[src/hw/rtl/dmxt_ram.sv]
`timescale 1ns / 1ps
`default_nettype none
// ----------------------------------------------------------------------------
// dmxt_ram
// Generic single-write, single-read RAM with registered read data.
// ----------------------------------------------------------------------------
module dmxt_ram #(
    parameter int WIDTH  = 8,
    parameter int DEPTH  = 512,
    parameter int ADDR_W = 9
) (
    input  wire logic              aclk,
    input  wire logic              wr_en,
    input  wire logic [ADDR_W-1:0] wr_addr,
    input  wire logic [WIDTH-1:0]  wr_data,
    input  wire logic              rd_en,
    input  wire logic [ADDR_W-1:0] rd_addr,
    output logic      [WIDTH-1:0]  rd_data
);

    logic [WIDTH-1:0] mem [DEPTH];

    always_ff @(posedge aclk) begin
        if (wr_en) begin
            mem[wr_addr] <= wr_data;
        end
        if (rd_en) begin
            rd_data <= mem[rd_addr];
        end
    end

endmodule
`default_nettype wire

[config.mk]
export PLATFORM = sky130hd
export DESIGN_NAME = dmxt_ram
export DESIGN_NICKNAME = d
export VERILOG_FILES = /design/src/hw/rtl/dmxt_ram.sv
export SDC_FILE = /design/constraint.sdc
export NUM_CORES = 2
export LEC_CHECK = 0
export BUFFER_PORTS_ARGS = -buffer_cell sky130_fd_sc_hd__buf_2
export CAP_MARGIN = 20
export CORE_ASPECT_RATIO = 0.6
export CORE_MARGIN = 4
export CORE_UTILIZATION = 25
export DETAILED_ROUTE_END_ITERATION = 7
export PLACE_DENSITY = 0.4
export SYNTH_ARGS = -nofsm -noshare
export SYNTH_HDL_FRONTEND = slang
export SYNTH_SLANG_ARGS = --single-unit
[constraint.sdc]
create_clock -name aclk -period 3.15 [get_ports aclk]
set_input_delay 0.315 -clock aclk [delete_from_list [all_inputs] [get_ports aclk]]
set_output_delay 0.315 -clock aclk [all_outputs]
set_load 0.05 [all_outputs]
After elaboration in Yosys (flattened, before gate mapping)
Memory sizes are Yosys's and may differ from the RTL's. A register that Yosys moved wholly into a read port is not among the register bits.
Index checks and enable logic that the tools add are counted.
{"block": "classes", "muxes": 2}
{"operator": "$mux W1", "count": 2}
{"block": "totals", "ramBits": 4096, "reg_bits": 0, "output_inout_bits": 8, "elab_cells": 3, "n_memories": 1, "input_bits": 29}
{"memory": "mem", "words": 512, "width": 8, "rd": 1, "rd_ports_with_merged_regs": 1, "write_ports": 1, "line": "21", "text": "logic [WIDTH-1:0] mem [DEPTH];"}

Depth between registers and ports, before layout
{"block": "depth", "depth_word": 2, "mapped_depth": 12}

Worst setup path after synthesis
OpenSTA, ideal clock, no wires.
{"block": "synth_timing", "kind": "in2reg", "from": "input port rd_addr[0]", "to": "register rd_data[0] (read register of mem) (data pin)", "setup_time_ns": 0.257, "t_required_ns": 2.893, "slack_ns": 0.724, "n_path_buf": 4, "stages": 10, "t_arrival_ns": 2.169, "path_cell_list": "buf_4 -> buf_12 -> buf_12 -> buf_2 -> mux4_2 -> o21ai_0 -> nand3_1 -> nand4_1 -> o21ai_0 -> o2111a_1"}
{"item": "start: declaration", "line": "17", "text": "input wire logic [ADDR_W-1:0] rd_addr,"}
{"item": "end: declaration", "line": "18", "text": "output logic [WIDTH-1:0] rd_data"}

==> results.sh <==
export IMPL_drc=0
export IMPL_status="complete, but fails checks"
export IMPL_cp_cell_sequence="buf_8, or2_4, buf_4, buf_4, buf_12, o221ai_1, nor2_1, o21ai_0, nand4_1, buf_12, nand2_1, o2111a_1"
export IMPL_holdCritStartpoint="wr_addr[3]"
export IMPL_synth_top_area_frac=0.770
export IMPL_syn_inst=8030
export IMPL_grt_pass1_wl_um=729000
export IMPL_fp_dieH_um=628
export IMPL_synth_area_mm2=0.160
export IMPL_fin_worst_skew_ns=0.0447
export IMPL_place_area_mm2=0.181
export IMPL_period_minus_slack_ns=3.27
export IMPL_yosysSeqAreaShare=0.770
export IMPL_yosysUniqueCellTypes=50
export IMPL_violations="negative setup slack"
export IMPL_wl_per_cell_um=29.5
export IMPL_regToRegStartpoint="mem[35][7]$_DFFE_PP_"
export IMPL_worstSkewPairLatency_ns=0.94
export IMPL_yosys_warnings=0
export IMPL_path_clk_slew_ns=0.07
export IMPL_worst_r2r_cell_count=10
export IMPL_post_route_period_util=1.04
export IMPL_drt_wl_total_um=534000
export IMPL_hold_violations=0
export IMPL_required_ns=3.95
export IMPL_critPathKind="input pin to flop"
export IMPL_cts_max_level=5
export IMPL_finalInstanceArea_mm2=0.194
export IMPL_start_kind="input pin"
export IMPL_synth_area_top_cells="edfxtp_1, mux4_2, mux2i_1"
export IMPL_p_switching_w=0.0259
export IMPL_die_x_um=1040
export IMPL_place_congestion=0.813
export IMPL_numClockSinks=4104
export IMPL_num_rows=227
export IMPL_initial_core_util=0.251
export IMPL_layout_drive_gt1_share=0.277
export IMPL_portBuffers=36
export IMPL_critPathCaptureType="flop"
export IMPL_areaGrowthSynthToFinish_pct=21.0
export IMPL_slew_viol_final=0
export IMPL_power_leakage_nw=62.3
export IMPL_fin_util=0.304
export IMPL_worstHoldPathCells=5
export IMPL_antenna_found_initial=73
export IMPL_syn_area_per_cell_um2=19.9
export IMPL_cp_slowest_stage_delay_ns=0.65
export IMPL_maxCapViolations=0
export IMPL_ant_nets=0
export IMPL_worst_path_max_delay_cell="o221ai_1"
export IMPL_tns_ns=-0.157
export IMPL_routed_via_density=4.80
export IMPL_swShare=0.226
export IMPL_worst_pin_slew_ns=1.11
export IMPL_synthDominantAreaCellType="edfxtp_1"
export IMPL_clock_fmax_mhz=305
export IMPL_seqPwrFrac=0.524
export IMPL_cts_tree="yes"
export IMPL_holdWs_ns=0.295
export IMPL_rsz0062_at_grt="no"
export IMPL_timing_final_ws_setup_ns=-0.124
export IMPL_cts_root_buf="clkbuf_16"
export IMPL_r2r_slack_ns=0.01
export IMPL_post_cts_buffers=0
export IMPL_core_mm2=0.637
export IMPL_power_frac_clock=0.415
export IMPL_p_comb_frac=0.061
export IMPL_synth_seq_cells=4104
export IMPL_numCtsBuffers=391
export IMPL_cts_buffer_depth=4
export IMPL_vias=87100
export IMPL_io_pins=37
export IMPL_dp_hpwl_um=363000
export IMPL_hp_class="input pin to flop"
export IMPL_nets=9346
export IMPL_drtIter0Drc=10900
export IMPL_slew_headroom=0.259
export IMPL_grt_max_degree=121
export IMPL_hold_end="mem[352][2]$_DFFE_PP_"
export IMPL_track_usage=0.158
export IMPL_rr_endpoint="rd_data[7]$_DFFE_PP_"
export IMPL_first_pass_iters=6
export IMPL_p_per_area_mw_per_mm2=593
export IMPL_overflow=0
export IMPL_crit_arrival_ns=4.07
export IMPL_first_global_vias=85900
export IMPL_synth_nets=8059
export IMPL_crit_fanout=75
export IMPL_setup_viol=2
export IMPL_internal_power_w=0.0889
export IMPL_fp_dieArea_mm2=0.653
export IMPL_irDropWorstVdd_uv=462
[area by class of cell]
class	count	area, um2
Inverter	3	20.0
Tap cell	8473	10600
Multi-Input combinational cell	3410	34100
Timing Repair Buffer	1407	12900
Clock inverter	266	2510
Sequential cell	4104	123000
Fill cell	62000	444000
Clock buffer	449	10100
Antenna cell	18	45.0
[layer usage]
metal	vias up	routed length, um	track usage
li1	36100	-	-
met1	47200	265000	0.255
met2	3380	215000	0.216
met3	485	46300	0.0388
met4	12	8100	0.0233
met5	-	82	0
[worst max-delay path by stage]
stage,startpoint,end,slack (ns),cells after the start
2_1_floorplan,rd_addr[0],rd_data[0]$_DFFE_PP_,0.72,10
3_3_place_gp,rd_addr[1],rd_data[7]$_DFFE_PP_,-1.08,14
3_5_place_dp,rd_addr[1],rd_data[2]$_DFFE_PP_,-0.98,14
4_1_cts,mem[267][0]$_DFFE_PP_,rd_data[0]$_DFFE_PP_,0.05,12
5_1_grt,mem[33][3]$_DFFE_PP_,rd_data[3]$_DFFE_PP_,0.002,13
6_report,rd_addr[1],rd_data[2]$_DFFE_PP_,-0.12,12
[what timing repair did]
item                                    CTS  global route
gates resized for setup                   5             2
hold endpoints to repair                191             0
hold buffers                              9             0
endpoints found under the setup margin    4             2
[sequential cells by signal, indices dropped and copies added (netlist names)]
signal   count
rd_data      8
mem       4096
[cell usage in the layout, fill, tap and decap left out, drive strengths merged, types with 3 or more instances in the layout]
cell / count
edfxtp: 4104
buf: 1397
mux2i: 797
mux4: 654
nor2: 597
clkbuf: 450
o221ai: 372
a21oi: 194
clkinv: 192
o22ai: 163
o21ai: 119
nand2: 111
nor3: 109
a22oi: 61
bufinv: 38
nand3: 36
nor4: 36
nand4: 32
clkinvlp: 25
and2: 20
diode: 18
a211oi: 17
inv: 14
o31ai: 13
dlygate4sd3: 9
o2111a: 8
nor3b: 8
o41ai: 7
or3: 6
nor2b: 6
o311ai: 6
a22o: 5
or2: 5
nand2b: 4
and3: 4
and3b: 4
o22a: 3
a2111oi: 3
[critical path: cells and delay by family]
kind / cells / cell delay (ns)
buffers and inverters: 5 / 0.90
AO/OA/AOI/OAI: 3 / 1.53
AND/OR/NAND/NOR: 4 / 1.03
[cell families (layout without fill, tap and decap cells)]
group / count (synthesis) / count (layout) / synth area share
flip-flops: 4104 / 4104 / 0.770
multiplexers: 1451 / 1451 / 0.142
AND/OR/NAND/NOR: 980 / 980 / 0.0263
AO/OA/AOI/OAI: 979 / 979 / 0.0431
buffers and inverters: 516 / 2125 / 0.0185
other: 0 / 18 / 0
[power groups by stage]
stage                     Clock (W)  Sequential [W]  Combinational (W)
after floorplan                   0          0.0614            0.00286
after global placement            0          0.0613            0.00703
after detailed placement          0          0.0613            0.00706
after CTS                    0.0488          0.0601            0.00709
after global routing         0.0514          0.0601            0.00739
final                        0.0476          0.0602            0.00704
[cell usage after synthesis, drive strengths merged]
master and n:
edfxtp 4104, mux2i 797, mux4 654, nor2 597
o221ai 372, clkbuf 265, buf 248, a21oi 194
o22ai 163, o21ai 119, nand2 111, nor3 109
a22oi 61, nand3 36, nor4 36, nand4 32
and2 20, a211oi 17, o31ai 13, nor3b 8
o2111a 8, o41ai 7, nor2b 6, o311ai 6
or3 6, a22o 5, or2 5, and3 4
and3b 4, nand2b 4, a2111oi 3, inv 3
o22a 3, a211o 2, a31oi 2, o211ai 2
a221oi 1, nand3b 1, nor4b 1, o311a 1
[stage by stage]
| stage | instances | worst slack [ns] | total power, W |
|---|---|---|---|
| final | 18100 | -0.124 | 0.115 |
| after floorplan | 8030 | 0.724 | 0.0642 |
| after global routing | 18100 | 0.00230 | 0.119 |
| after global placement | 17400 | -1.08 | 0.0684 |
| after CTS | 18100 | 0.0533 | 0.116 |
| after detailed placement | 17400 | -0.979 | 0.0684 |
(Power assumes the default switching activity.)
