### src/hw/rtl/dmxt_pkg.sv
`timescale 1ns / 1ps
`default_nettype none
// ----------------------------------------------------------------------------
// dmxt_pkg
// Types and constants shared by the DMX512 transmitter modules.
// ----------------------------------------------------------------------------
package dmxt_pkg;

    // item modes
    localparam logic [1:0] MODE_SET   = 2'd0;
    localparam logic [1:0] MODE_RGB   = 2'd1;
    localparam logic [1:0] MODE_START = 2'd2;
    localparam logic [1:0] MODE_TICK  = 2'd3;

    // configuration register indexes
    localparam int         CFG_IDX_W      = 2;
    localparam logic [1:0] REG_BREAK_BITS = 2'd0;
    localparam logic [1:0] REG_MAB_BITS   = 2'd1;

    // slot framing: start bit, 8 data bits, 2 stop bits
    localparam int         SLOT_W    = 11;
    localparam logic [7:0] SLOT_BITS = 8'd11;

    typedef struct packed {
        logic [1:0] mode;
        logic [9:0] address;
        logic [7:0] level;
        logic [7:0] green;
        logic [7:0] blue;
    } dmxt_item_t;

    typedef struct packed {
        logic tx_line;
        logic drive_enable;
        logic busy_res;
        logic frame_done;
        logic rejected;
    } dmxt_result_t;

    // commands from the item controller to the frame sequencer
    typedef struct packed {
        logic start;
        logic tick;
    } dmxt_frame_ctl_t;

    // status from the frame sequencer
    typedef struct packed {
        logic busy;
        logic line;
        logic enable;
        logic done;
    } dmxt_frame_stat_t;

endpackage
`default_nettype wire

### src/hw/rtl/dmxt_frame.sv
`timescale 1ns / 1ps
`default_nettype none
// ----------------------------------------------------------------------------
// dmxt_frame
// Frame sequencer: break, mark-after-break and slot bits, one bit per tick,
// with the slot shifted out of an 11-bit shift register.
// ----------------------------------------------------------------------------
module dmxt_frame #(
    parameter int CHANNELS = 512,
    parameter int ADDR_W   = 9,
    parameter int IDX_W    = 10
) (
    input  wire logic                       aclk,
    input  wire logic                       aresetn,
    input  wire dmxt_pkg::dmxt_frame_ctl_t  ctl,
    input  wire logic [7:0]                 break_bits,
    input  wire logic [7:0]                 mab_bits,
    input  wire logic [7:0]                 rd_data,
    output logic      [ADDR_W-1:0]          rd_addr,
    output dmxt_pkg::dmxt_frame_stat_t      stat
);

    typedef enum logic [3:0] {
        PH_IDLE  = 4'b0001,
        PH_BREAK = 4'b0010,
        PH_MAB   = 4'b0100,
        PH_SLOTS = 4'b1000
    } phase_t;

    phase_t                      phase_reg, phase_next;
    logic [7:0]                  bit_count_reg, bit_count_next;
    logic [IDX_W-1:0]            slot_index_reg, slot_index_next;
    logic [dmxt_pkg::SLOT_W-1:0] slot_shift_reg, slot_shift_next;
    logic                        enable_reg, enable_next;
    logic                        done_reg, done_next;
    logic                        busy;
    logic                        last_bit;
    logic [7:0]                  break_len;
    logic [7:0]                  mab_len;

    assign busy      = (phase_reg != PH_IDLE);
    assign last_bit  = (bit_count_reg <= 8'd1);
    // a zero length acts as one bit time
    assign break_len = (break_bits == 8'd0) ? 8'd1 : break_bits;
    assign mab_len   = (mab_bits == 8'd0) ? 8'd1 : mab_bits;

    // the slot to load next is channel slot_index + 1, stored at slot_index
    assign rd_addr = (slot_index_reg < IDX_W'(CHANNELS)) ? slot_index_reg[ADDR_W-1:0] : '0;

    always_comb begin
        phase_next      = phase_reg;
        bit_count_next  = bit_count_reg;
        slot_index_next = slot_index_reg;
        slot_shift_next = slot_shift_reg;
        enable_next     = enable_reg;
        done_next       = done_reg;
        if (ctl.start) begin
            phase_next     = PH_BREAK;
            bit_count_next = break_len;
            enable_next    = 1'b1;
            done_next      = 1'b0;
        end else if (ctl.tick) begin
            done_next = 1'b0;
            if (busy) begin
                bit_count_next = bit_count_reg - 8'd1;
                case (phase_reg)
                    PH_BREAK: begin
                        if (last_bit) begin
                            phase_next     = PH_MAB;
                            bit_count_next = mab_len;
                        end
                    end
                    PH_MAB: begin
                        if (last_bit) begin
                            // start code slot
                            phase_next      = PH_SLOTS;
                            slot_shift_next = {2'b11, 8'h00, 1'b0};
                            bit_count_next  = dmxt_pkg::SLOT_BITS;
                            slot_index_next = '0;
                        end
                    end
                    PH_SLOTS: begin
                        slot_shift_next = {1'b1, slot_shift_reg[dmxt_pkg::SLOT_W-1:1]};
                        if (last_bit) begin
                            if (slot_index_reg >= IDX_W'(CHANNELS)) begin
                                phase_next      = PH_IDLE;
                                slot_index_next = '0;
                                slot_shift_next = '1;
                                done_next       = 1'b1;
                            end else begin
                                slot_shift_next = {2'b11, rd_data, 1'b0};
                                bit_count_next  = dmxt_pkg::SLOT_BITS;
                                slot_index_next = slot_index_reg + IDX_W'(1);
                            end
                        end
                    end
                    default: begin
                        phase_next = PH_IDLE;
                    end
                endcase
            end
        end
    end

    always_ff @(posedge aclk) begin
        if (!aresetn) begin
            phase_reg      <= PH_IDLE;
            bit_count_reg  <= '0;
            slot_index_reg <= '0;
            slot_shift_reg <= '1;
            enable_reg     <= 1'b0;
            done_reg       <= 1'b0;
        end else begin
            phase_reg      <= phase_next;
            bit_count_reg  <= bit_count_next;
            slot_index_reg <= slot_index_next;
            slot_shift_reg <= slot_shift_next;
            enable_reg     <= enable_next;
            done_reg       <= done_next;
        end
    end

    always_comb begin
        stat.busy   = busy;
        stat.enable = enable_reg;
        stat.done   = done_reg;
        case (phase_reg)
            PH_BREAK: stat.line = 1'b0;
            PH_SLOTS: stat.line = slot_shift_reg[0];
            default:  stat.line = 1'b1;
        endcase
    end

    // a running phase always has at least the current bit time left
    assert property (@(posedge aclk) disable iff (!aresetn)
        busy |-> (bit_count_reg != 8'd0))
        else $error("frame running with empty bit count");

    assert property (@(posedge aclk) disable iff (!aresetn)
        done_reg |-> (!busy && slot_shift_reg[0]))
        else $error("frame done flagged while line not idle");

endmodule
`default_nettype wire

### config.mk
export PLATFORM = sky130hd
export DESIGN_NAME = dmxt_frame
export DESIGN_NICKNAME = d
export VERILOG_FILES = /design/src/hw/rtl/dmxt_pkg.sv /design/src/hw/rtl/dmxt_frame.sv
export SDC_FILE = /design/constraint.sdc
export NUM_CORES = 1
export LEC_CHECK = 0
export BUFFER_PORTS_ARGS = -buffer_cell sky130_fd_sc_hd__buf_2
export CAP_MARGIN = 20
export CORE_AREA = 2 2 68 70
export DETAILED_ROUTE_END_ITERATION = 6
export DIE_AREA = 0 0 70 72
export PLACE_DENSITY = 0.73
export SETUP_SLACK_MARGIN = 0.05
export SLEW_MARGIN = 20
export SYNTH_ARGS = -nofsm -noshare
export SYNTH_HDL_FRONTEND = slang
export SYNTH_SLANG_ARGS = --single-unit
### constraint.sdc
create_clock -name aclk -period 2.36 [get_ports aclk]
set_input_delay 0.118 -clock aclk [delete_from_list [all_inputs] [get_ports aclk]]
set_output_delay 0.118 -clock aclk [all_outputs]
set_load 0.1 [all_outputs]
==> After elaboration in Yosys (flattened, before gate mapping) <==
Index checks and enable logic that the tools add are counted.
{ "op_classes": {"reduce_logical": 11, "bitwise_logic": 2, "eq_ne": 12, "n_div": 0, "n_shift": 0, "magnitude_cmp": 3, "mux": 32, "n_addsub": 2, "n_mul": 0} }
{ "op_table": {"columns": ["op", "count"], "rows": [
  ["8-bit two-way mux", 9],
  ["10-bit two-way mux", 4],
  ["8-bit case mux with 3 select lines", 1],
  ["11-bit case mux with 2 select lines", 1],
  ["10-bit case mux with 2 select lines", 1],
  ["9-bit two-way mux", 2],
  ["6-bit AND reduction", 3],
  ["8-bit zero test", 2],
  ["4-bit two-way mux", 4],
  ["3-bit inequality test, second input constant", 4],
  ["4-bit case mux with 3 select lines", 1],
  ["11-bit two-way mux", 1],
  ["10-bit by 1-bit adder with 10-bit output, second input constant", 1],
  ["10-bit greater-or-equal comparator, second input constant", 1],
  ["10-bit < comparator, second input constant", 1],
  ["8-bit by 1-bit less-or-equal comparator with 1-bit output, second input constant", 1],
  ["2-bit inequality test, second input constant", 4],
  ["8-bit by 1-bit subtractor with 8-bit output, second input constant", 1],
  ["2-bit two-way mux", 3],
  ["2-bit nonzero test", 3],
  ["5-bit AND reduction", 1],
  ["4-bit by 2-bit == test with 1-bit output, second input constant", 1],
  ["4-bit by 3-bit == test with 1-bit output, second input constant", 1],
  ["4-bit == test, second input constant", 1],
  ["other kinds (6)", 10]
]} }
{ "word_totals": {"n_memories": 0, "romBits": 0, "reg_bits": 35, "latchBits": 0, "in_bits": 28, "wordCells": 69, "ramBits": 0} }

==> Logic depth before layout (Yosys ltp) <==
Gate-level depths: netlist (run 1).
{ "depth": {"depth_word": 7, "ltp_mapped": 10, "mapped_depth_nobuf": 7} }

==> Least setup slack after synthesis (run 1) <==
Ideal clock, no wire load.
{ "synth_timing": {"path_kind": "flip-flop to flip-flop", "startpoint": "register bit_count_reg[2]", "endpoint": "register slot_index_reg[5]", "path_stages_with_launch": 9, "setup_ps": 70, "required_ps": 2290, "period_less_slack_ps": 2577, "n_path_buf": 3, "slack_ps": -217, "arrival_time_ps": 2507, "cell_sequence": "dfxtp_1 > or4_1 > clkbuf_2 > or4_1 > clkbuf_2 > or2_1 > buf_6 > or4_1 > a21oi_1"} }
{ "synth_via": {"elab_chain_len": 3, "word_cells_on_any_way": 4, "cone_classes": "1 x order compare; 2 x eq/ne; 1 x reduce/logical"} }
{ "synth_rtl": {"columns": ["element", "line_no", "rtl"], "rows": [
  ["start, declared", "dmxt_frame.sv:31", "logic [7:0] bit_count_reg, bit_count_next;"],
  ["start signal, assigned", "dmxt_frame.sv:115", "bit_count_reg <= bit_count_next;"],
  ["8-bit by 1-bit less-or-equal comparator with 1-bit output *", "dmxt_frame.sv:42", "assign last_bit = (bit_count_reg <= 8'd1);"],
  ["2-bit inequality test (no source line)", null, null],
  ["6-bit AND reduction (no source line) *", null, null],
  ["end signal, assigned", "dmxt_frame.sv:116", "slot_index_reg <= slot_index_next;"],
  ["end, declared", "dmxt_frame.sv:32", "logic [IDX_W-1:0] slot_index_reg, slot_index_next;"]
]} }
Mark *: on every way between the ends. The rest lies on a longest branch, timed or not.
A chain may end at the register's enable or synchronous reset.

==> Worst setup path after layout (run 1) <==
{ "layout_timing": {"startpoint": "register bit_count_reg[5]", "endpoint": "register slot_index_reg[5]"} }
The elaborated chain is that of the path after synthesis.

==> flow_summary_export.csv, run 1 <==
group,metric,value,unit
cells_and_area,insertedDiodeCount,0,
logic_synthesis,synth-seq-area-share,31.6,%
clock_tree,clock_sinks,33,
worst_hold_path,worstHoldStart,"rd_data[7]",
setup_path,worst_setup_path_end_kind,"register",
routing,drt_pass1_iterations,4,
sta,slew-limit-headroom,67.7,%
global_route,pin_count_of_the_biggest_net_entering_global_routing,23,
sta,finalHoldWorstSlack,0.150,ns
clock_tree,worst_skew_pair.late_latency,0.28,ns
sta,worst_setup_skew_after_layout,0.00488,ns
power_and_ir_drop,vdd_ir_drop_max,0.417,mV
setup_path,r2r_end,"slot_index_reg[5]$_SDFFE_PN0P_",
sta,min_period_over_period,96.4,%
cells_and_area,drive_gt1_share,27.2,%
floorplan,cell_row_count,24,
routing,drt_wl_cell,15.8,um
job,count_of_maximum_capacitance_violations,0,
power_and_ir_drop,p_sw_share,29.7,%
floorplan,io-pin-count,41,
setup_path,worst-r2r-setup-slack,0.09,ns
setup_path,timing.setup.critical_path_class,"reg2reg",
setup_path,cp_cell_sequence,"or4_4, or4_4, or2_4, or4_4, a21oi_2",
setup_path,cpPeakStageDelay,0.53,ns
logic_synthesis,ys_types,46,
sta,timing_max_transition_violations_final,0,
setup_path,worst_ep_required_time,2.58,ns
place,dpl.hpwl,4.24,mm
power_and_ir_drop,power_density,512,nW/um2
global_route,grt_antenna_before_repair,0,
setup_path,crit_path_start_kind,"register",
sta,hold_violations,0,
power_and_ir_drop,power.total,0.00131,W
cells_and_area,area_delta_synth_final,22.5,%
clock_tree,root_buffer,"clkbuf_8",
cells_and_area,largest_register_ff_count,10,
logic_synthesis,syn-instance-count,276,
power_and_ir_drop,seqPwrFrac,45.3,%
floorplan,initial_utilization,49.1,%
routing,detail_route.wirelength,5.92,mm
worst_hold_path,min_delay_path_depth,3,
routing,drcViolationCount,0,
logic_synthesis,synthDominantAreaCellType,"dfxtp_1",
power_and_ir_drop,net-switching-power,0.000389,W
logic_synthesis,synth-edff-count,0,
setup_path,r2r_start,"bit_count_reg[5]$_SDFFE_PN0P_",
setup_path,cp.arrival,2.50,ns
floorplan,chip_width,70,um
floorplan,die_area,5040,um2
logic_synthesis,synth_warnings,0,
routing,initial_drc_count,156,
logic_synthesis,netlist.area_leader.share,31.6,%
setup_path,reg2regPathDepth,5,
place,port_buffers,40,
logic_synthesis,net_count_of_the_mapped_netlist,308,
sta,finalWorstPathRequiredPeriod,2.27,ns
worst_hold_path,min_delay_worst_endpoint,"slot_shift_reg[8]$_SDFFE_PN1P_",
setup_path,worst_path_max_delay_cell,"or4_4",
logic_synthesis,synth-seq-cells,33,
logic_synthesis,ys.flop_type,"dfxtp_1",
floorplan,die_h,72,um
clock_tree,tritoncts,"done",
global_route,first_global_vias,2046,
clock_tree,ctsHoldBuffers,0,
logic_synthesis,netlist_top_cells_area,"dfxtp_1, nor2_1, nor3_1",
power_and_ir_drop,power.combinational.fraction,21.7,%
sta,worst_slew_pin_slew,0.479,ns
logic_synthesis,share_of_synthesized_registers_carrying_an_async_set_or_reset,0,%
sta,report.final.setup_viol,0,
worst_hold_path,min_path_type,"in2reg",
routing,vias,2233,
sta,fmax,440,MHz
routing,vias_per_cell,5.95,
power_and_ir_drop,p_leak,1.04,nW
clock_tree,htree_levels,2,
logic_synthesis,netlist_area,2090,um2
clock_tree,cts_made_buffers,5,
clock_tree,clk_slew_on_worst_s_h_paths,0.07,ns
global_route,overflow_after_grt,0,
place,finalWeightedCongestion,0.915,
cells_and_area,layout.nets,355,
power_and_ir_drop,p_int,0.000923,W
power_and_ir_drop,clockPowerShare,33.0,%
global_route,grt_util_all_layers,24.0,%
floorplan,core_area,4260,um2
setup_path,critPathMaxFanout,6,
run_status,run_status,"complete, no violations",
global_route,grt_first_pass_wirelength,9.72,mm
setup_path,timing.critical_path.mode_cell,"or4_4",
logic_synthesis,syn-mean-instance-area,7.58,um2
routing,final_antenna_net_count,0,
clock_tree,clock_tree.buffer_depth,2,
sta,grt_setup_unrepaired,"yes",
cell families (layout without fill, tap and decap cells):
family	Yosys count	count (layout)	share of synthesized area, %
mux	5	5	2.45
simple gates	127	127	32.1
fa+ha+maj	4	4	2.39
compound gates	67	67	21.4
flops	33	33	31.6
buf+inv	32	79	6.76
xor+xnor	8	8	3.35
what timing repair did:
item | CTS | global route
setup endpoints to repair | 7 | 15
pin swaps | 0 | 3
setup buffers | 0 | 2
gates resized for setup | 2 | 7
endpoints found under the hold margin | 0 | 0
area by class of cell:
type                       count  area (um2)
timing repair buffer          62         369
clock buffer                   7        86.3
sequential                    33         664
inverter                      10        37.5
fill                         426        1700
tap                           52        65.1
multi-input combinational    211        1340
per-layer routing:
layer  GRT usage [%]  share of wire, %
met1            32.5                47
met2            37.4                46
met3            5.00               5.9
met4            9.83               1.2
met5               0                 0
through the flow:
| stage | instances | cell area (um2) | utilization [%] | TNS (ns) | worst slack [ns] |
|---|---|---|---|---|---|
| 2_1_floorplan | 276 | 2120 | - | -0.295 | -0.131 |
| 3_3_place_gp | 366 | 2430 | 57.0 | 0 | 0.0831 |
| 3_5_place_dp | 366 | 2430 | 57.0 | 0 | 0.0201 |
| 4_1_cts | 373 | 2520 | 59.2 | 0 | 0.0602 |
| 5_1_grt | 375 | 2560 | 60.1 | 0 | 0.0501 |
| 6_report | 375 | 2560 | 60.1 | 0 | 0.0858 |
cell usage in the layout, fill, tap and decap left out, types with 6 or more instances in the layout:
master	n
nand3_1	7
clkbuf_8	6
nand2_1	12
nor2b_1	7
a311o_1	7
nor2_1	35
dfxtp_1	30
nor3_1	23
nand2b_1	8
xnor2_1	6
o21ai_0	13
inv_1	8
buf_4	21
buf_2	40
a21oi_1	16
cells in the mapped netlist, types with 2 or more instances:
library cell and count:
nand3_1 9, or4b_2 3, clkbuf_2 2, o21ai_0 17, a311o_1 7, and2_1 4
a31oi_1 3, nor2b_1 7, buf_4 3, ha_1 4, nor4_1 6, or4_1 3
xnor2_1 6, dfxtp_1 33, nor2_1 35, o211ai_1 3, or3_1 2, o31ai_1 2
nand4b_1 3, inv_1 8, and3_1 2, clkinv_1 2, o311ai_0 3, a221oi_1 4
clkbuf_1 16, nand3b_1 2, a211oi_1 4, mux2i_1 4, nand4_1 3, nand2_1 12
nand2b_1 8, xor2_1 2, o22a_1 2, a21oi_1 17, nor3_1 24
worst max path at each step:
stage,start,end,cells past startpoint
2_1_floorplan,bit_count_reg[5]$_SDFFE_PN0P_,slot_index_reg[5]$_SDFFE_PN0P_,8
3_3_place_gp,bit_count_reg[5]$_SDFFE_PN0P_,slot_shift_reg[4]$_SDFFE_PN1P_,5
3_5_place_dp,bit_count_reg[5]$_SDFFE_PN0P_,slot_index_reg[6]$_SDFFE_PN0P_,6
4_1_cts,bit_count_reg[5]$_SDFFE_PN0P_,slot_index_reg[6]$_SDFFE_PN0P_,6
5_1_grt,bit_count_reg[5]$_SDFFE_PN0P_,slot_index_reg[5]$_SDFFE_PN0P_,5
6_report,bit_count_reg[5]$_SDFFE_PN0P_,slot_index_reg[5]$_SDFFE_PN0P_,5
worst max-delay path: cells and delay by family, from the launching register on:
family,cells,cell delay [ns]
DFF,1,0.32
and+or+nand+nor,4,1.75
AOI/OAI and AO/OA,1,0.14
power by group through the flow:
stage	combinational, W	clock, W	sequential [W]
2_1_floorplan	0.000183	0	0.000601
5_1_grt	0.000309	0.000464	0.000596
4_1_cts	0.000272	0.000443	0.000593
3_3_place_gp	0.000268	0	0.000604
6_report	0.000284	0.000433	0.000594
3_5_place_dp	0.000269	0	0.000605
Power figures use the tool's default switching activity.
==> run 2, diff against run 1 <==
--- a/config.mk
+++ b/config.mk
@@ -7,10 +7,12 @@
 export LEC_CHECK = 0
 export BUFFER_PORTS_ARGS = -buffer_cell sky130_fd_sc_hd__buf_2
 export CAP_MARGIN = 20
-export CORE_AREA = 2 2 68 70
+export CELL_PAD_IN_SITES_DETAIL_PLACEMENT = 0
+export CELL_PAD_IN_SITES_GLOBAL_PLACEMENT = 2
+export CORE_AREA = 2 2 90 92
 export DETAILED_ROUTE_END_ITERATION = 6
-export DIE_AREA = 0 0 70 72
-export PLACE_DENSITY = 0.73
+export DIE_AREA = 0 0 92 94
+export PLACE_DENSITY = 0.72
 export SETUP_SLACK_MARGIN = 0.05
 export SLEW_MARGIN = 20
 export SYNTH_ARGS = -nofsm -noshare
==> flow_summary_export.csv, run 2 (same netlist as run 1, synthesis figures left out) <==
group,metric,value,unit
clock_tree,clk_slew_on_worst_s_h_paths,0.07,ns
setup_path,cpLargestDelayFamily,"simple AND/OR/NAND/NOR gates",
clock_tree,cts_made_buffers,5,
place,finalWeightedCongestion,0.822,
cells_and_area,commonest_non_fill_non_tap_cell_in_the_layout,"buf_2",
sta,timing_max_transition_violations_final,0,
sta,slew-limit-headroom,67.5,%
worst_hold_path,min_path_type,"in2reg",
cells_and_area,area_delta_synth_final,28.5,%
clock_tree,root_buffer,"clkbuf_8",
place,port_buffers,40,
clock_tree,clock_sinks,33,
routing,final_antenna_net_count,0,
routing,detail_route.wirelength,6.36,mm
sta,report.final.setup_viol,0,
routing,drt_pass1_iterations,4,
power_and_ir_drop,power_density,541,nW/um2
cells_and_area,layout.cells.most_common_list,"buf_2, nor2_1, dfxtp_1",
setup_path,worst_path_max_delay_cell,"or4_1",
sta,hold_violations,0,
setup_path,worst_setup_path_end_kind,"register",
sta,min_period_over_period,95.5,%
routing,vias,2229,
power_and_ir_drop,p_leak,1.09,nW
sta,worst_setup_skew_after_layout,0.00520,ns
global_route,groute.layer.met1.usage,19.9,%
floorplan,cell_row_count,32,
global_route,pin_count_of_the_biggest_net_entering_global_routing,23,
global_route,met3_usage,3.21,%
sta,grt_setup_unrepaired,"yes",
cells_and_area,largest_register_ff_count,10,
routing,drt_wl_cell,14.8,um
global_route,busiest_layer,"met2",
sta,worst_slew_pin_slew,0.491,ns
global_route,first_global_vias,2105,
routing,initial_drc_count,122,
worst_hold_path,worstHoldStart,"rd_data[7]",
cells_and_area,insertedDiodeCount,0,
setup_path,r2r_start,"bit_count_reg[5]$_SDFFE_PN0P_",
sta,post-route-worst-setup-slack,0.106,ns
place,preCtsSetupSlack,0.00619,ns
global_route,grt_util_all_layers,15.3,%
run_status,run_status,"complete, no violations",
setup_path,timing.setup.critical_path_class,"reg2reg",
floorplan,die_area,8650,um2
setup_path,cp_cell_sequence,"or4_1, or4_4, or2_4, or4_1, a21oi_1",
setup_path,crit_path_start_kind,"register",
setup_path,cpPeakStageDelay,0.55,ns
cells_and_area,layout.nets,360,
setup_path,worst_ep_required_time,2.58,ns
floorplan,chip_width,92,um
setup_path,timing.critical_path.mode_cell,"or4_1",
clock_tree,ctsHoldBuffers,0,
routing,drcViolationCount,0,
clock_tree,clock_tree.buffer_depth,2,
global_route,grt_first_pass_wirelength,10.6,mm
floorplan,die_h,94,um
clock_tree,worst_skew_pair.late_latency,0.29,ns
floorplan,io-pin-count,41,
floorplan,core_area,7610,um2
power_and_ir_drop,power.total,0.00145,W
global_route,overflow_after_grt,0,
power_and_ir_drop,vdd_ir_drop_max,0.202,mV
clock_tree,htree_levels,2,
place,dpl.hpwl,4.74,mm
setup_path,crit_path_start,"bit_count_reg[5]$_SDFFE_PN0P_",
sta,fmax,444,MHz
sta,tns,0,ns
setup_path,critPathMaxFanout,5,
global_route,global_route.usage.met2,25.7,%
clock_tree,tritoncts,"done",
global_route,grt_antenna_before_repair,0,
sta,finalHoldWorstSlack,0.111,ns
setup_path,worstPathBufferInverterCount,0,
routing,vias_per_cell,5.17,
floorplan,initial_utilization,27.5,%
setup_path,worst-r2r-setup-slack,0.11,ns
job,count_of_maximum_capacitance_violations,0,
sta,finalWorstPathRequiredPeriod,2.25,ns
setup_path,cp.arrival,2.48,ns
cells_and_area,drive_gt1_share,27.7,%
## run 2: changes by cell type in the layout (fill, tap and decap cells not counted), sizes merged
cell,delta
bufinv,+1
buf,+5
## run 2: routing by layer
layer | routed length [um] | up-vias
met5 | 0 | -
met4 | 98 | 0
met3 | 321 | 8
met2 | 2980 | 55
met1 | 2960 | 1047
li1 | - | 1119
## run 2: layout make-up
type                    instances  area [um2]
fillers                       838        4920
multi-input cells             211        1340
flip-flops and latches         33         663
repair buffers                 67         403
well taps                     102         128
clock buffers                   7        86.3
inverters                      10        37.5
clock inverters                 1        30.0
## run 2: timing repair
action | CTS | global route
setup buffers | 0 | 1
gates resized for setup | 2 | 4
endpoints found under the setup margin | 10 | 14
pin swaps | 0 | 2
gates cloned | 0 | 0
## run 2: path summary, 6_finish.rpt
check | to | cells past startpoint
worst max-delay path | slot_index_reg[5]$_SDFFE_PN0P_ | 5
worst min-delay path | slot_shift_reg[8]$_SDFFE_PN1P_ | 3
worst max register to register | slot_index_reg[5]$_SDFFE_PN0P_ | 5
worst min register to register | done_reg$_SDFFE_PP0P_ | 2
## run 2: power by group
| part | internal, W | switching, W |
|---|---|---|
| registers | 0.000574 | 0.0000182 |
| logic | 0.000120 | 0.000170 |
| clock network | 0.000345 | 0.000227 |
| total | 0.00104 | 0.000415 |
## run 2: through the flow
step | instance area (um2) | util [%] | cells
final | 2690 | 35.3 | 431
after global routing | 2690 | 35.3 | 431
after CTS | 2660 | 35.0 | 430
after detailed placement | 2540 | 33.3 | 422
after global placement | 2540 | 33.3 | 422
after floorplan | 2120 | - | 276
## run 2: tightest hold or removal path, cell delays in order
cell	delay, ns
buf_2	0.08
nor3_1	0.04
o211ai_1	0.13
